**src/rtl/core/space_vector_modulation_defines.svh**
```systemverilog
// Assertion macros for the space vector modulation block.
// Both macros assume a clock named clk and an active-low reset named rst_n.
`ifndef SPACE_VECTOR_MODULATION_DEFINES_SVH
`define SPACE_VECTOR_MODULATION_DEFINES_SVH
`ifndef SYNTH
`define SVM_ASSERT_IMP(label, ante, cons) \
  label: assert property (@(posedge clk) disable iff (!rst_n) (ante) |-> (cons)) \
    else $error("svm assertion failed");
`define SVM_ASSERT_NXT(label, ante, cons) \
  label: assert property (@(posedge clk) disable iff (!rst_n) (ante) |=> (cons)) \
    else $error("svm assertion failed");
`else
`define SVM_ASSERT_IMP(label, ante, cons)
`define SVM_ASSERT_NXT(label, ante, cons)
`endif
`endif

```
**src/rtl/core/svm_pkg.sv**
```systemverilog
package svm_pkg;

  localparam int SAMPLE_W = 16;
  localparam int FRAC_W   = SAMPLE_W - 1;
  localparam int GUARD_W  = 16;
  // x, y, z and the sector times
  localparam int PROD_W   = SAMPLE_W + GUARD_W + 2;
  // t1 + t2
  localparam int SUM_W    = PROD_W + 1;
  // twice a duty
  localparam int DSUM_W   = PROD_W + 2;
  localparam int RND_W    = DSUM_W - GUARD_W - 1;

  localparam logic signed [17:0] ROOT3_HALF = 18'sd56756;

  localparam logic [SAMPLE_W-1:0] DUTY_FULL = SAMPLE_W'(1) << FRAC_W;
  localparam logic [SAMPLE_W-1:0] HALF_DUTY = SAMPLE_W'(1) << (FRAC_W - 1);

  // 1.0 and 0.5, doubled, in units of 2^-(F+16)
  localparam logic signed [DSUM_W-1:0] ONE_TWICE  = DSUM_W'(1) <<< (FRAC_W + GUARD_W + 1);
  localparam logic signed [DSUM_W-1:0] HALF_TWICE = DSUM_W'(1) <<< (FRAC_W + GUARD_W);

  typedef enum logic [2:0] {
    SEC_NONE = 3'd0,
    SEC_1    = 3'd1,
    SEC_2    = 3'd2,
    SEC_3    = 3'd3,
    SEC_4    = 3'd4,
    SEC_5    = 3'd5,
    SEC_6    = 3'd6
  } svm_sector_t;

  typedef struct packed {
    logic signed [SAMPLE_W-1:0] alpha;
    logic signed [SAMPLE_W-1:0] beta;
  } svm_in_t;

  typedef struct packed {
    logic [SAMPLE_W-1:0] duty_a;
    logic [SAMPLE_W-1:0] duty_b;
    logic [SAMPLE_W-1:0] duty_c;
    logic [2:0]          sector;
  } svm_out_t;

  // handed from the projection half to the duty half
  typedef struct packed {
    logic signed [SUM_W-1:0]  sum;
    logic signed [PROD_W-1:0] tm;
    svm_sector_t              sector;
  } svm_mid_t;

endpackage

```
**src/rtl/core/svm_proj.sv**
```systemverilog
`include "space_vector_modulation_defines.svh"

module svm_proj
  import svm_pkg::*;
(
  input  logic     clk,
  input  logic     rst_n,
  input  logic     in_valid,
  output logic     in_ready,
  input  svm_in_t  in_data,
  output logic     out_valid,
  input  logic     out_ready,
  output svm_mid_t out_data
);

  // sign code: x>0 adds 1, y>0 adds 2, z>0 adds 4
  localparam logic [2:0] CODE_S1 = 3'd5;
  localparam logic [2:0] CODE_S2 = 3'd1;
  localparam logic [2:0] CODE_S3 = 3'd3;
  localparam logic [2:0] CODE_S4 = 3'd2;
  localparam logic [2:0] CODE_S5 = 3'd6;
  localparam logic [2:0] CODE_S6 = 3'd4;

  // stage 1: alpha * sqrt3/2
  logic                       v1_r, rdy1;
  logic signed [PROD_W-1:0]   ka_r, ka_nxt;
  logic signed [SAMPLE_W-1:0] b_r;

  // stage 2: x, y, z
  logic                     v2_r, rdy2;
  logic signed [PROD_W-1:0] x_r, y_r, z_r, x_nxt, y_nxt, z_nxt, hb;

  // stage 3: sector, t1 + t2, middle time
  logic                     v3_r, rdy3;
  svm_mid_t                 mid_r, mid_nxt;
  logic signed [PROD_W-1:0] t1, t2;
  logic [2:0]               code;

  assign rdy3 = !v3_r || out_ready;
  assign rdy2 = !v2_r || rdy3;
  assign rdy1 = !v1_r || rdy2;
  assign in_ready = rdy1;

  assign ka_nxt = in_data.alpha * ROOT3_HALF;

  always_ff @(posedge clk) begin
    if (!rst_n) begin
      v1_r <= 1'b0;
    end else if (rdy1) begin
      v1_r <= in_valid;
    end
    if (rdy1 && in_valid) begin
      ka_r <= ka_nxt;
      b_r  <= in_data.beta;
    end
  end

  always_comb begin
    x_nxt = PROD_W'(b_r) <<< GUARD_W;
    hb    = PROD_W'(b_r) <<< (GUARD_W - 1);
    y_nxt = -hb - ka_r;
    z_nxt = ka_r - hb;
  end

  always_ff @(posedge clk) begin
    if (!rst_n) begin
      v2_r <= 1'b0;
    end else if (rdy2) begin
      v2_r <= v1_r;
    end
    if (rdy2 && v1_r) begin
      x_r <= x_nxt;
      y_r <= y_nxt;
      z_r <= z_nxt;
    end
  end

  always_comb begin
    code[0] = !x_r[PROD_W-1] && (x_r != '0);
    code[1] = !y_r[PROD_W-1] && (y_r != '0);
    code[2] = !z_r[PROD_W-1] && (z_r != '0);
    t1 = '0;
    t2 = '0;
    mid_nxt.sector = SEC_NONE;
    mid_nxt.tm     = '0;
    case (code)
      CODE_S1: begin
        mid_nxt.sector = SEC_1; t1 = z_r;  t2 = x_r;  mid_nxt.tm = t2;
      end
      CODE_S2: begin
        mid_nxt.sector = SEC_2; t1 = -y_r; t2 = -z_r; mid_nxt.tm = t1;
      end
      CODE_S3: begin
        mid_nxt.sector = SEC_3; t1 = x_r;  t2 = y_r;  mid_nxt.tm = t2;
      end
      CODE_S4: begin
        mid_nxt.sector = SEC_4; t1 = -z_r; t2 = -x_r; mid_nxt.tm = t1;
      end
      CODE_S5: begin
        mid_nxt.sector = SEC_5; t1 = y_r;  t2 = z_r;  mid_nxt.tm = t2;
      end
      CODE_S6: begin
        mid_nxt.sector = SEC_6; t1 = -x_r; t2 = -y_r; mid_nxt.tm = t1;
      end
      default: begin
        mid_nxt.sector = SEC_NONE;
      end
    endcase
    mid_nxt.sum = SUM_W'(t1) + SUM_W'(t2);
  end

  always_ff @(posedge clk) begin
    if (!rst_n) begin
      v3_r <= 1'b0;
    end else if (rdy3) begin
      v3_r <= v2_r;
    end
    if (rdy3 && v2_r) begin
      mid_r <= mid_nxt;
    end
  end

  assign out_valid = v3_r;
  assign out_data  = mid_r;

  `SVM_ASSERT_NXT(a_proj_advance, v1_r && rdy2, v2_r)
  `SVM_ASSERT_IMP(a_proj_times_pos, v3_r, !mid_r.sum[SUM_W-1] && !mid_r.tm[PROD_W-1])
  `SVM_ASSERT_IMP(a_proj_none_zero, v3_r && (mid_r.sector == SEC_NONE), mid_r.sum == '0)

endmodule

```
**src/rtl/core/svm_duty.sv**
```systemverilog
module svm_duty
  import svm_pkg::*;
(
  input  logic     clk,
  input  logic     rst_n,
  input  logic     in_valid,
  output logic     in_ready,
  input  svm_mid_t in_data,
  output logic     out_valid,
  input  logic     out_ready,
  output svm_out_t out_data
);

  // twice a duty in units of 2^-(F+16) to Q1.F, round half up, clamp
  function automatic logic [SAMPLE_W-1:0] finish_duty(input logic signed [DSUM_W-1:0] twice);
    logic [DSUM_W-1:0] rnd;
    logic [RND_W-1:0]  r;
    rnd = twice + (DSUM_W'(1) <<< GUARD_W);
    r   = rnd[DSUM_W-1:GUARD_W+1];
    if (twice[DSUM_W-1] || (twice == '0)) begin
      finish_duty = '0;
    end else if (r > RND_W'(DUTY_FULL)) begin
      finish_duty = DUTY_FULL;
    end else begin
      finish_duty = r[SAMPLE_W-1:0];
    end
  endfunction

  // stage 4: twice each duty
  logic                     v4_r, rdy4;
  logic signed [DSUM_W-1:0] da_r, db_r, dc_r, da_nxt, db_nxt, dc_nxt;
  logic signed [DSUM_W-1:0] d_lo, d_mid, d_hi;
  svm_sector_t              sec4_r;

  // stage 5: output register
  logic     v5_r, rdy5;
  svm_out_t out_r, out_nxt;

  assign rdy5 = !v5_r || out_ready;
  assign rdy4 = !v4_r || rdy5;
  assign in_ready = rdy4;

  always_comb begin
    d_lo  = ONE_TWICE - DSUM_W'(in_data.sum);
    d_hi  = ONE_TWICE + DSUM_W'(in_data.sum);
    d_mid = d_lo + (DSUM_W'(in_data.tm) <<< 1);
    case (in_data.sector)
      SEC_1: begin da_nxt = d_hi;  db_nxt = d_mid; dc_nxt = d_lo;  end
      SEC_2: begin da_nxt = d_mid; db_nxt = d_hi;  dc_nxt = d_lo;  end
      SEC_3: begin da_nxt = d_lo;  db_nxt = d_hi;  dc_nxt = d_mid; end
      SEC_4: begin da_nxt = d_lo;  db_nxt = d_mid; dc_nxt = d_hi;  end
      SEC_5: begin da_nxt = d_mid; db_nxt = d_lo;  dc_nxt = d_hi;  end
      SEC_6: begin da_nxt = d_hi;  db_nxt = d_lo;  dc_nxt = d_mid; end
      default: begin
        da_nxt = HALF_TWICE; db_nxt = HALF_TWICE; dc_nxt = HALF_TWICE;
      end
    endcase
  end

  always_ff @(posedge clk) begin
    if (!rst_n) begin
      v4_r <= 1'b0;
    end else if (rdy4) begin
      v4_r <= in_valid;
    end
    if (rdy4 && in_valid) begin
      da_r   <= da_nxt;
      db_r   <= db_nxt;
      dc_r   <= dc_nxt;
      sec4_r <= in_data.sector;
    end
  end

  always_comb begin
    out_nxt.duty_a = finish_duty(da_r);
    out_nxt.duty_b = finish_duty(db_r);
    out_nxt.duty_c = finish_duty(dc_r);
    out_nxt.sector = 3'(sec4_r);
  end

  always_ff @(posedge clk) begin
    if (!rst_n) begin
      v5_r <= 1'b0;
    end else if (rdy5) begin
      v5_r <= v4_r;
    end
    if (rdy5 && v4_r) begin
      out_r <= out_nxt;
    end
  end

  assign out_valid = v5_r;
  assign out_data  = out_r;

endmodule

```
**src/rtl/core/space_vector_modulation.sv**
```systemverilog
// Space vector PWM duty calculation, five register stages.
// Path: an input transfer is registered in stages 1 to 5 in turn, and stage 5 drives
// out_valid; while out_ready is low the result waits there.
// Throughput: one vector per cycle; each stage holds its item until the next stage frees.
// Reset: synchronous on rst_n low, clears every stage valid bit; data registers keep
// whatever they hold and are ignored until refilled.
`include "space_vector_modulation_defines.svh"

module space_vector_modulation
  import svm_pkg::*;
(
  input  logic     clk,
  input  logic     rst_n,
  input  logic     in_valid,
  output logic     in_ready,
  input  svm_in_t  in_data,
  output logic     out_valid,
  input  logic     out_ready,
  output svm_out_t out_data
);

  // Front half: alpha*sqrt3/2 (the only multiplier), then x/y/z, then
  // sector decode from the signs and selection of the two sector times.
  // It hands on t1+t2, the time added for the middle phase, and the sector.
  logic     mid_valid;
  logic     mid_ready;
  svm_mid_t mid_data;

  svm_proj u_proj (
    .clk       (clk),
    .rst_n     (rst_n),
    .in_valid  (in_valid),
    .in_ready  (in_ready),
    .in_data   (in_data),
    .out_valid (mid_valid),
    .out_ready (mid_ready),
    .out_data  (mid_data)
  );

  // Back half: the lowest phase is 1-(t1+t2), the highest 1+(t1+t2), the
  // middle one adds twice the middle time to the lowest. All are doubled
  // values, so the rounding step divides by 2^17. Permutation by sector,
  // then round half up and clamp to 0..1.0 into the output register.
  svm_duty u_duty (
    .clk       (clk),
    .rst_n     (rst_n),
    .in_valid  (mid_valid),
    .in_ready  (mid_ready),
    .in_data   (mid_data),
    .out_valid (out_valid),
    .out_ready (out_ready),
    .out_data  (out_data)
  );

  // Zero vector: all phases at one half.
  `SVM_ASSERT_IMP(a_none_half,
                  out_valid && (out_data.sector == 3'(SEC_NONE)),
                  (out_data.duty_a == HALF_DUTY) && (out_data.duty_b == HALF_DUTY) &&
                  (out_data.duty_c == HALF_DUTY))
  // Saturation never exceeds full scale.
  `SVM_ASSERT_IMP(a_duty_clamp, out_valid,
                  (out_data.duty_a <= DUTY_FULL) && (out_data.duty_b <= DUTY_FULL) &&
                  (out_data.duty_c <= DUTY_FULL))

endmodule

```
**config.mk**
```make
export PLATFORM = sky130hd
export DESIGN_NAME = space_vector_modulation
export DESIGN_NICKNAME = d
export VERILOG_FILES = /design/src/rtl/core/svm_pkg.sv /design/src/rtl/core/svm_proj.sv /design/src/rtl/core/svm_duty.sv /design/src/rtl/core/space_vector_modulation.sv
export VERILOG_INCLUDE_DIRS = /design/src /design/src/rtl/core
export SDC_FILE = /design/constraint.sdc
export NUM_CORES = 1
export LEC_CHECK = 0
export BUFFER_PORTS_ARGS = -buffer_cell sky130_fd_sc_hd__buf_2
export CAP_MARGIN = 20
export CORE_MARGIN = 2
export CORE_UTILIZATION = 25
export DETAILED_ROUTE_END_ITERATION = 12
export PLACE_DENSITY = 0.38
export RECOVER_POWER = 50
export SLEW_MARGIN = 25
export SYNTH_ARGS = -nofsm -noshare
export SYNTH_HDL_FRONTEND = slang
export SYNTH_SLANG_ARGS = --single-unit
```
**constraint.sdc**
```tcl
create_clock -name clk -period 13.6 [get_ports clk]
set_input_delay 2.04 -clock clk [delete_from_list [all_inputs] [get_ports clk]]
set_output_delay 2.04 -clock clk [all_outputs]
set_load 0.05 [all_outputs]
```
Word-level counts from Yosys, hierarchy flattened
Index checks and enable logic that the tools add are counted.
Storage, ports and cells
  register bits after elaboration: 371
  word-level logic and storage cells: 105
  output and inout bits: 53
  input port bits: 36
Operators by class
  equality and inequality tests: 12
  multiplexer cells: 10
  order comparisons: 3
  multiply operators: 1
  $add $sub $neg: 13
  reduce and logical (&&, ||, !) cells: 42
Operator list (number)
  case mux 34 bit (6 select lines): 3
  case mux 36 bit (3 select lines): 3
  adder 36 x 18 -> 36 bit (second input constant): 3
  zero test 36 bit: 3
  nonzero test 34 bit: 3
  negator 34 bit: 2
  greater-than comparator 19 x 16 -> 1 bit (second input constant): 3
  2-to-1 mux 16 bit: 3
  adder 34 x 35 -> 36 bit (first input constant): 1
  adder 36 x 35 -> 36 bit: 1
  subtractor 34 x 35 -> 36 bit (first input constant): 1
  adder 34 x 34 -> 35 bit: 1
  negator 31 -> 34 bit: 1
  negator 32 -> 34 bit: 1
  subtractor 34 x 31 -> 34 bit: 1
  subtractor 34 bit: 1
  multiplier 16 x 15 -> 31 bit (second input constant): 1
  OR reduction 2 bit: 12
  == test 3 bit (second input constant): 6
  case mux 3 bit (6 select lines): 1
  == test 3 x 2 -> 1 bit (second input constant): 4
  logical AND 1 bit: 8
  zero test 1 bit: 8
  logical OR 1 bit: 8
  == test 3 x 1 -> 1 bit (second input constant): 2

Logic depth before layout (Yosys ltp)
  depth after elaboration: 7
  gate-level depth with buffers: 25

Hierarchy
Synthesis repeated with hierarchy kept, for this count alone.
Second synthesis, totals
  cell total of the unflattened synthesis: 3473
  area, all modules: 32780.2 um2
By module, submodules not included
  svm_proj: instances 1, area each 19526.2 um2, sequential area each 5885.6 um2, cells an instance 1966
  svm_duty: instances 1, area each 13254.0 um2, sequential area each 4904.7 um2, cells an instance 1507

Least setup slack after synthesis
OpenSTA, ideal clock, no wires.
  path type: input to register
  start point: input port out_ready
  end point: register u_duty.da_r[10], enable pin
  stages on the path: 2
  buffers on the path: 0
  slack: 3150 ps
  arrival time: 9721 ps
  path through: nor2b_1 -> a21boi_0
On the way
  word-level cells in the longest chain between the ends: 3
RTL lines
  from (decl): RTL line space_vector_modulation.sv:18  | input logic out_ready,
  logical OR 1 bit: RTL line svm_duty.sv:39  | assign rdy5 = !v5_r || out_ready;
  logical OR 1 bit: RTL line svm_duty.sv:40  | assign rdy4 = !v4_r || rdy5;
  logical AND 1 bit: RTL line svm_duty.sv:66  | if (rdy4 && in_valid) begin
  to (signal assigned): RTL line svm_duty.sv:67  | da_r <= da_nxt;
  to (decl): RTL line svm_duty.sv:31  | logic signed [DSUM_W-1:0] da_r, db_r, dc_r, da_nxt, db_nxt, dc_nxt;
No other way between the ends.
A chain may end at the register's enable or synchronous reset.

Final worst setup path
  start point: input port in_data[21] in the netlist's numbering
  end point: register u_proj.ka_r[32], data pin
On the way
  word-level cells in the longest chain between the ends: 1
RTL lines
  from (decl): RTL line space_vector_modulation.sv:16  | input svm_in_t in_data,
  multiplier 16 x 15 -> 31 bit: RTL line svm_proj.sv:44  | assign ka_nxt = in_data.alpha * ROOT3_HALF;
  net u_proj.ka_nxt[32]: RTL line svm_proj.sv:26  | logic signed [PROD_W-1:0] ka_r, ka_nxt;
  to (signal assigned): RTL line svm_proj.sv:53  | ka_r <= ka_nxt;
  to (decl): RTL line svm_proj.sv:26
The timed path passes the listed nets, and every way through them passes these cells.

==> flow_summary.ini <==
[run_status]
outcome = finished with violations
violations = max-capacitance violations, max-slew violations

[floorplan]
core_um2 = 128000
rows = 131
die_w_um = 364
die-area_um2 = 132000
num_io_pins = 89
die-height_um = 364
initial_core_util_pct = 25.3

[layout]
layout-drive-gt1-share_pct = 5.12
fin_nets = 3949
finalNonFillerCells = 5305
fillers = 13700
multiInputGateArea_um2 = 19900
areaGrowthSynthToFinish_pct = 11.6
antennaDiodeCount = 0
regArea_um2 = 10600

[logic_synthesis]
synth.net_count = 3928
ys_top_cells_by_area = edfxtp_1, ha_1, fa_1, xnor2_1, inv_1
synth_area_um2 = 32300
yosysSeqAreaShare_pct = 32.8
yosys.area.top_type = edfxtp_1
yosys.area.top_type_share_pct = 32.5
synth_cells = 3519
ys_ff_latch = 355
synth_ff_type = edfxtp_1
synthArstFlopShare_pct = 0
yosys_warnings = 0
synth_edf_count = 350
synthDistinctLibCells = 89
avgSynthCellArea_um2 = 9.19

[clocking]
cts_hold_buf = 0
postCtsResizedCells = 0
cts_sinks = 355
htreeDepth = 2
tritoncts = built
post-cts-setup-buffers = 0
numCtsBuffers = 47
worstSkewPairLatency_ps = 640
cts_root_buffer = clkbuf_16
clk_pin_slew_ps = 50
cts_buffer_depth = 3

[route]
wire_per_inst_um = 19.3
via_per_inst = 4.90
vias = 26000
drt_iter0_drc = 1640
wirelength_um = 103000
ant_nets = 0
drcViolationCount = 0
first_pass_iters = 7

[timing]
tns_ps = 0
rsz0062_at_grt = false
min_period_ps = 7690
finClkSkew_ps = 41.2
drv_slew = 506
tightestPinTransition_ps = 3620
fmax_ghz = 0.130
hold_violations = 0
setup_viol = 0
relSlewSlack_pct = -142
finalCritPeriodShare_pct = 56.5

[power]
p_per_area_nw_per_um2 = 214
netSwitchingPower_mw = 3.46
pwr-share-comb_pct = 60.2
swShare_pct = 44.9
p_clk_share_pct = 15.8
p_leak_nw = 13.9
p_int_mw = 4.25
ir_drop_uv = 141
pwr-share-seq_pct = 24.0

[setup_path]
path_max_fanout = 5
r2r_slack_ps = 5970
cp_cell_sequence = buf_2, ha_1, inv_1, fa_1, fa_1, fa_1, inv_1, fa_1, inv_1, fa_1, inv_1, ha_1, a211oi_1, o21bai_1, o2111ai_1, a21oi_1, a221oi_1, o311ai_0, a21o_1, a21oi_1, xnor2_1
cp.depth = 21
worstSetupEndpoint = u_proj.ka_r[32]$_DFFE_PP_
crit_start = in_data[21]
critPathSlowestCell = a221oi_1
crit_path_end_kind = flip-flop
reg2reg_to = u_proj.out_data[57]$_DFFE_PP_
critical_path.top_delay_family = adder cells
startpoint_type = input port
r2r_cells = 23
cp.required_ps = 13960
r2r_start = u_proj.x_r[16]$_DFFE_PP_
slowest_delay_ps = 570
crit_top_cell = fa_1
cp_data_arrival_time_ps = 8050
cp_num_buf_inv = 5
crit_type = in2reg

[global_routing]
grt_pass1_wl_um = 158000
grt_pass1_vias = 25900
overflow = 0
grt_max_degree = 72
track_usage_pct = 15.4
antenna_found_initial = 4

[job]
cap_violations = 11

[placement]
port_buffers = 88
gp_congestion = 0.855
dp_hpwl_um = 81500
dp_cells = 5219

[hold_path]
hp-class = reg2reg
==> area by class of cell <==
class / instances / area share (%)
multi-input combinational: 2655 / 55.0
clock inverter: 25 / 0.735
tap: 1729 / 5.99
sequential: 355 / 29.4
timing repair buffer: 132 / 1.79
inverter: 349 / 3.63
clock buffer: 60 / 3.45
==> cells in the mapped netlist, drive strengths merged, types with 17 or more instances <==
master	number
nand3	104
or4	17
a221o	37
a22o	61
or2	19
xor2	97
nand2b	25
fa	122
or3	17
ha	251
o211ai	37
edfxtp	350
a21oi	230
mux2i	31
xnor2	171
inv	348
nor4	57
a31oi	39
nor2	283
o21bai	28
o21a	20
nor3	70
a22oi	52
nand4	27
and3	33
a221oi	25
nand2	308
o221ai	30
a211oi	25
clkbuf	119
buf	41
o21ai	143
nor2b	25
a21o	63
==> metal layers <==
layer / track usage, % / share of wire (%) / vias up / wire (µm)
li1: - / - / 12900 / -
met1: 19.6 / 45 / 12400 / 45800
met2: 26.4 / 48 / 571 / 48800
met3: 1.60 / 3.4 / 160 / 3530
met4: 6.82 / 4.4 / 8 / 4490
met5: 0 / 0.053 / - / 54
==> registers in the layout (all words and copies together), names as in the netlist <==
name	cells
u_proj.out_valid	1
u_proj.x_r	16
u_duty.out_valid	1
u_duty.dc_r	34
u_proj.v1_r	1
u_duty.v4_r	1
u_duty.da_r	34
u_proj.out_data	68
u_proj.ka_r	31
u_proj.y_r	32
u_proj.z_r	31
u_duty.sec4_r	3
u_duty.out_data	51
u_duty.db_r	34
u_proj.v2_r	1
u_proj.b_r	16
==> worst min-delay path by stage <==
stage                               start                      endpoint  slack, ps  depth (start not counted)
2_1_floorplan  u_duty.sec4_r[0]$_DFFE_PP_  u_duty.out_data[0]$_DFFE_PP_        400                          0
3_3_place_gp   u_duty.sec4_r[2]$_DFFE_PP_  u_duty.out_data[2]$_DFFE_PP_        410                          0
3_5_place_dp   u_duty.sec4_r[1]$_DFFE_PP_  u_duty.out_data[1]$_DFFE_PP_        410                          0
5_1_grt        u_duty.sec4_r[0]$_DFFE_PP_  u_duty.out_data[0]$_DFFE_PP_        430                          0
4_1_cts        u_duty.sec4_r[0]$_DFFE_PP_  u_duty.out_data[0]$_DFFE_PP_        420                          0
6_report       u_duty.sec4_r[1]$_DFFE_PP_  u_duty.out_data[1]$_DFFE_PP_        420                          0
==> cell usage in the layout, fill, tap and decap left out, types with 97 or more instances in the layout <==
master / instances
nor2_1: 273
xnor2_1: 171
a21oi_1: 230
xor2_1: 97
fa_1: 122
nand2_1: 307
ha_1: 250
inv_1: 343
nand3_1: 103
o21ai_0: 129
edfxtp_1: 350
==> through the flow <==
step | power (mW) | util, % | cell area, µm² | hold WS [ps] | worst slack [ps]
after floorplan | 5.34 | - | 32300 | 400 | 3150
after global placement | 6.57 | 27.1 | 34700 | 411 | 5210
after detailed placement | 6.55 | 27.1 | 34700 | 411 | 5190
after CTS | 7.83 | 28.3 | 36200 | 422 | 5860
after global routing | 8.49 | 28.2 | 36100 | 428 | 5530
final | 7.71 | 28.2 | 36100 | 422 | 5910
==> worst reg2reg max path, cell delays in order, from the launching register on <==
cell and delay (ps):
edfxtp_1 510, inv_1 80, ha_1 230, nor3b_1 140, buf_4 160, and3_1 250
nand3_1 110, ha_2 550, buf_4 500, clkinv_1 380, buf_4 300, nand2_2 260
nor2_4 180, nand2_1 200, nand3_1 190, fa_1 490, a21o_1 190, a21oi_1 280
o21ai_0 200, a311oi_1 750, o21bai_1 210, a2111oi_0 690, nor3_1 230, o311ai_0 380
==> power by group through the flow <==
stage | Clock (mW) | Sequential [mW] | Combinational [mW]
3_3_place_gp | 0 | 1.88 | 4.70
3_5_place_dp | 0 | 1.87 | 4.68
2_1_floorplan | 0 | 1.77 | 3.57
6_report | 1.22 | 1.85 | 4.64
5_1_grt | 1.31 | 1.88 | 5.29
4_1_cts | 1.27 | 1.85 | 4.71
==> cells by family after synthesis <==
logic type	count (synthesis)	synth area share (%)
compound gates	934	19.8
xor+xnor	268	7.26
fa+ha+maj	373	17.3
buf+inv	509	6.03
flops	355	32.8
mux	44	1.41
simple gates	1036	15.4
Note: power is estimated with default switching activity, not from simulation.
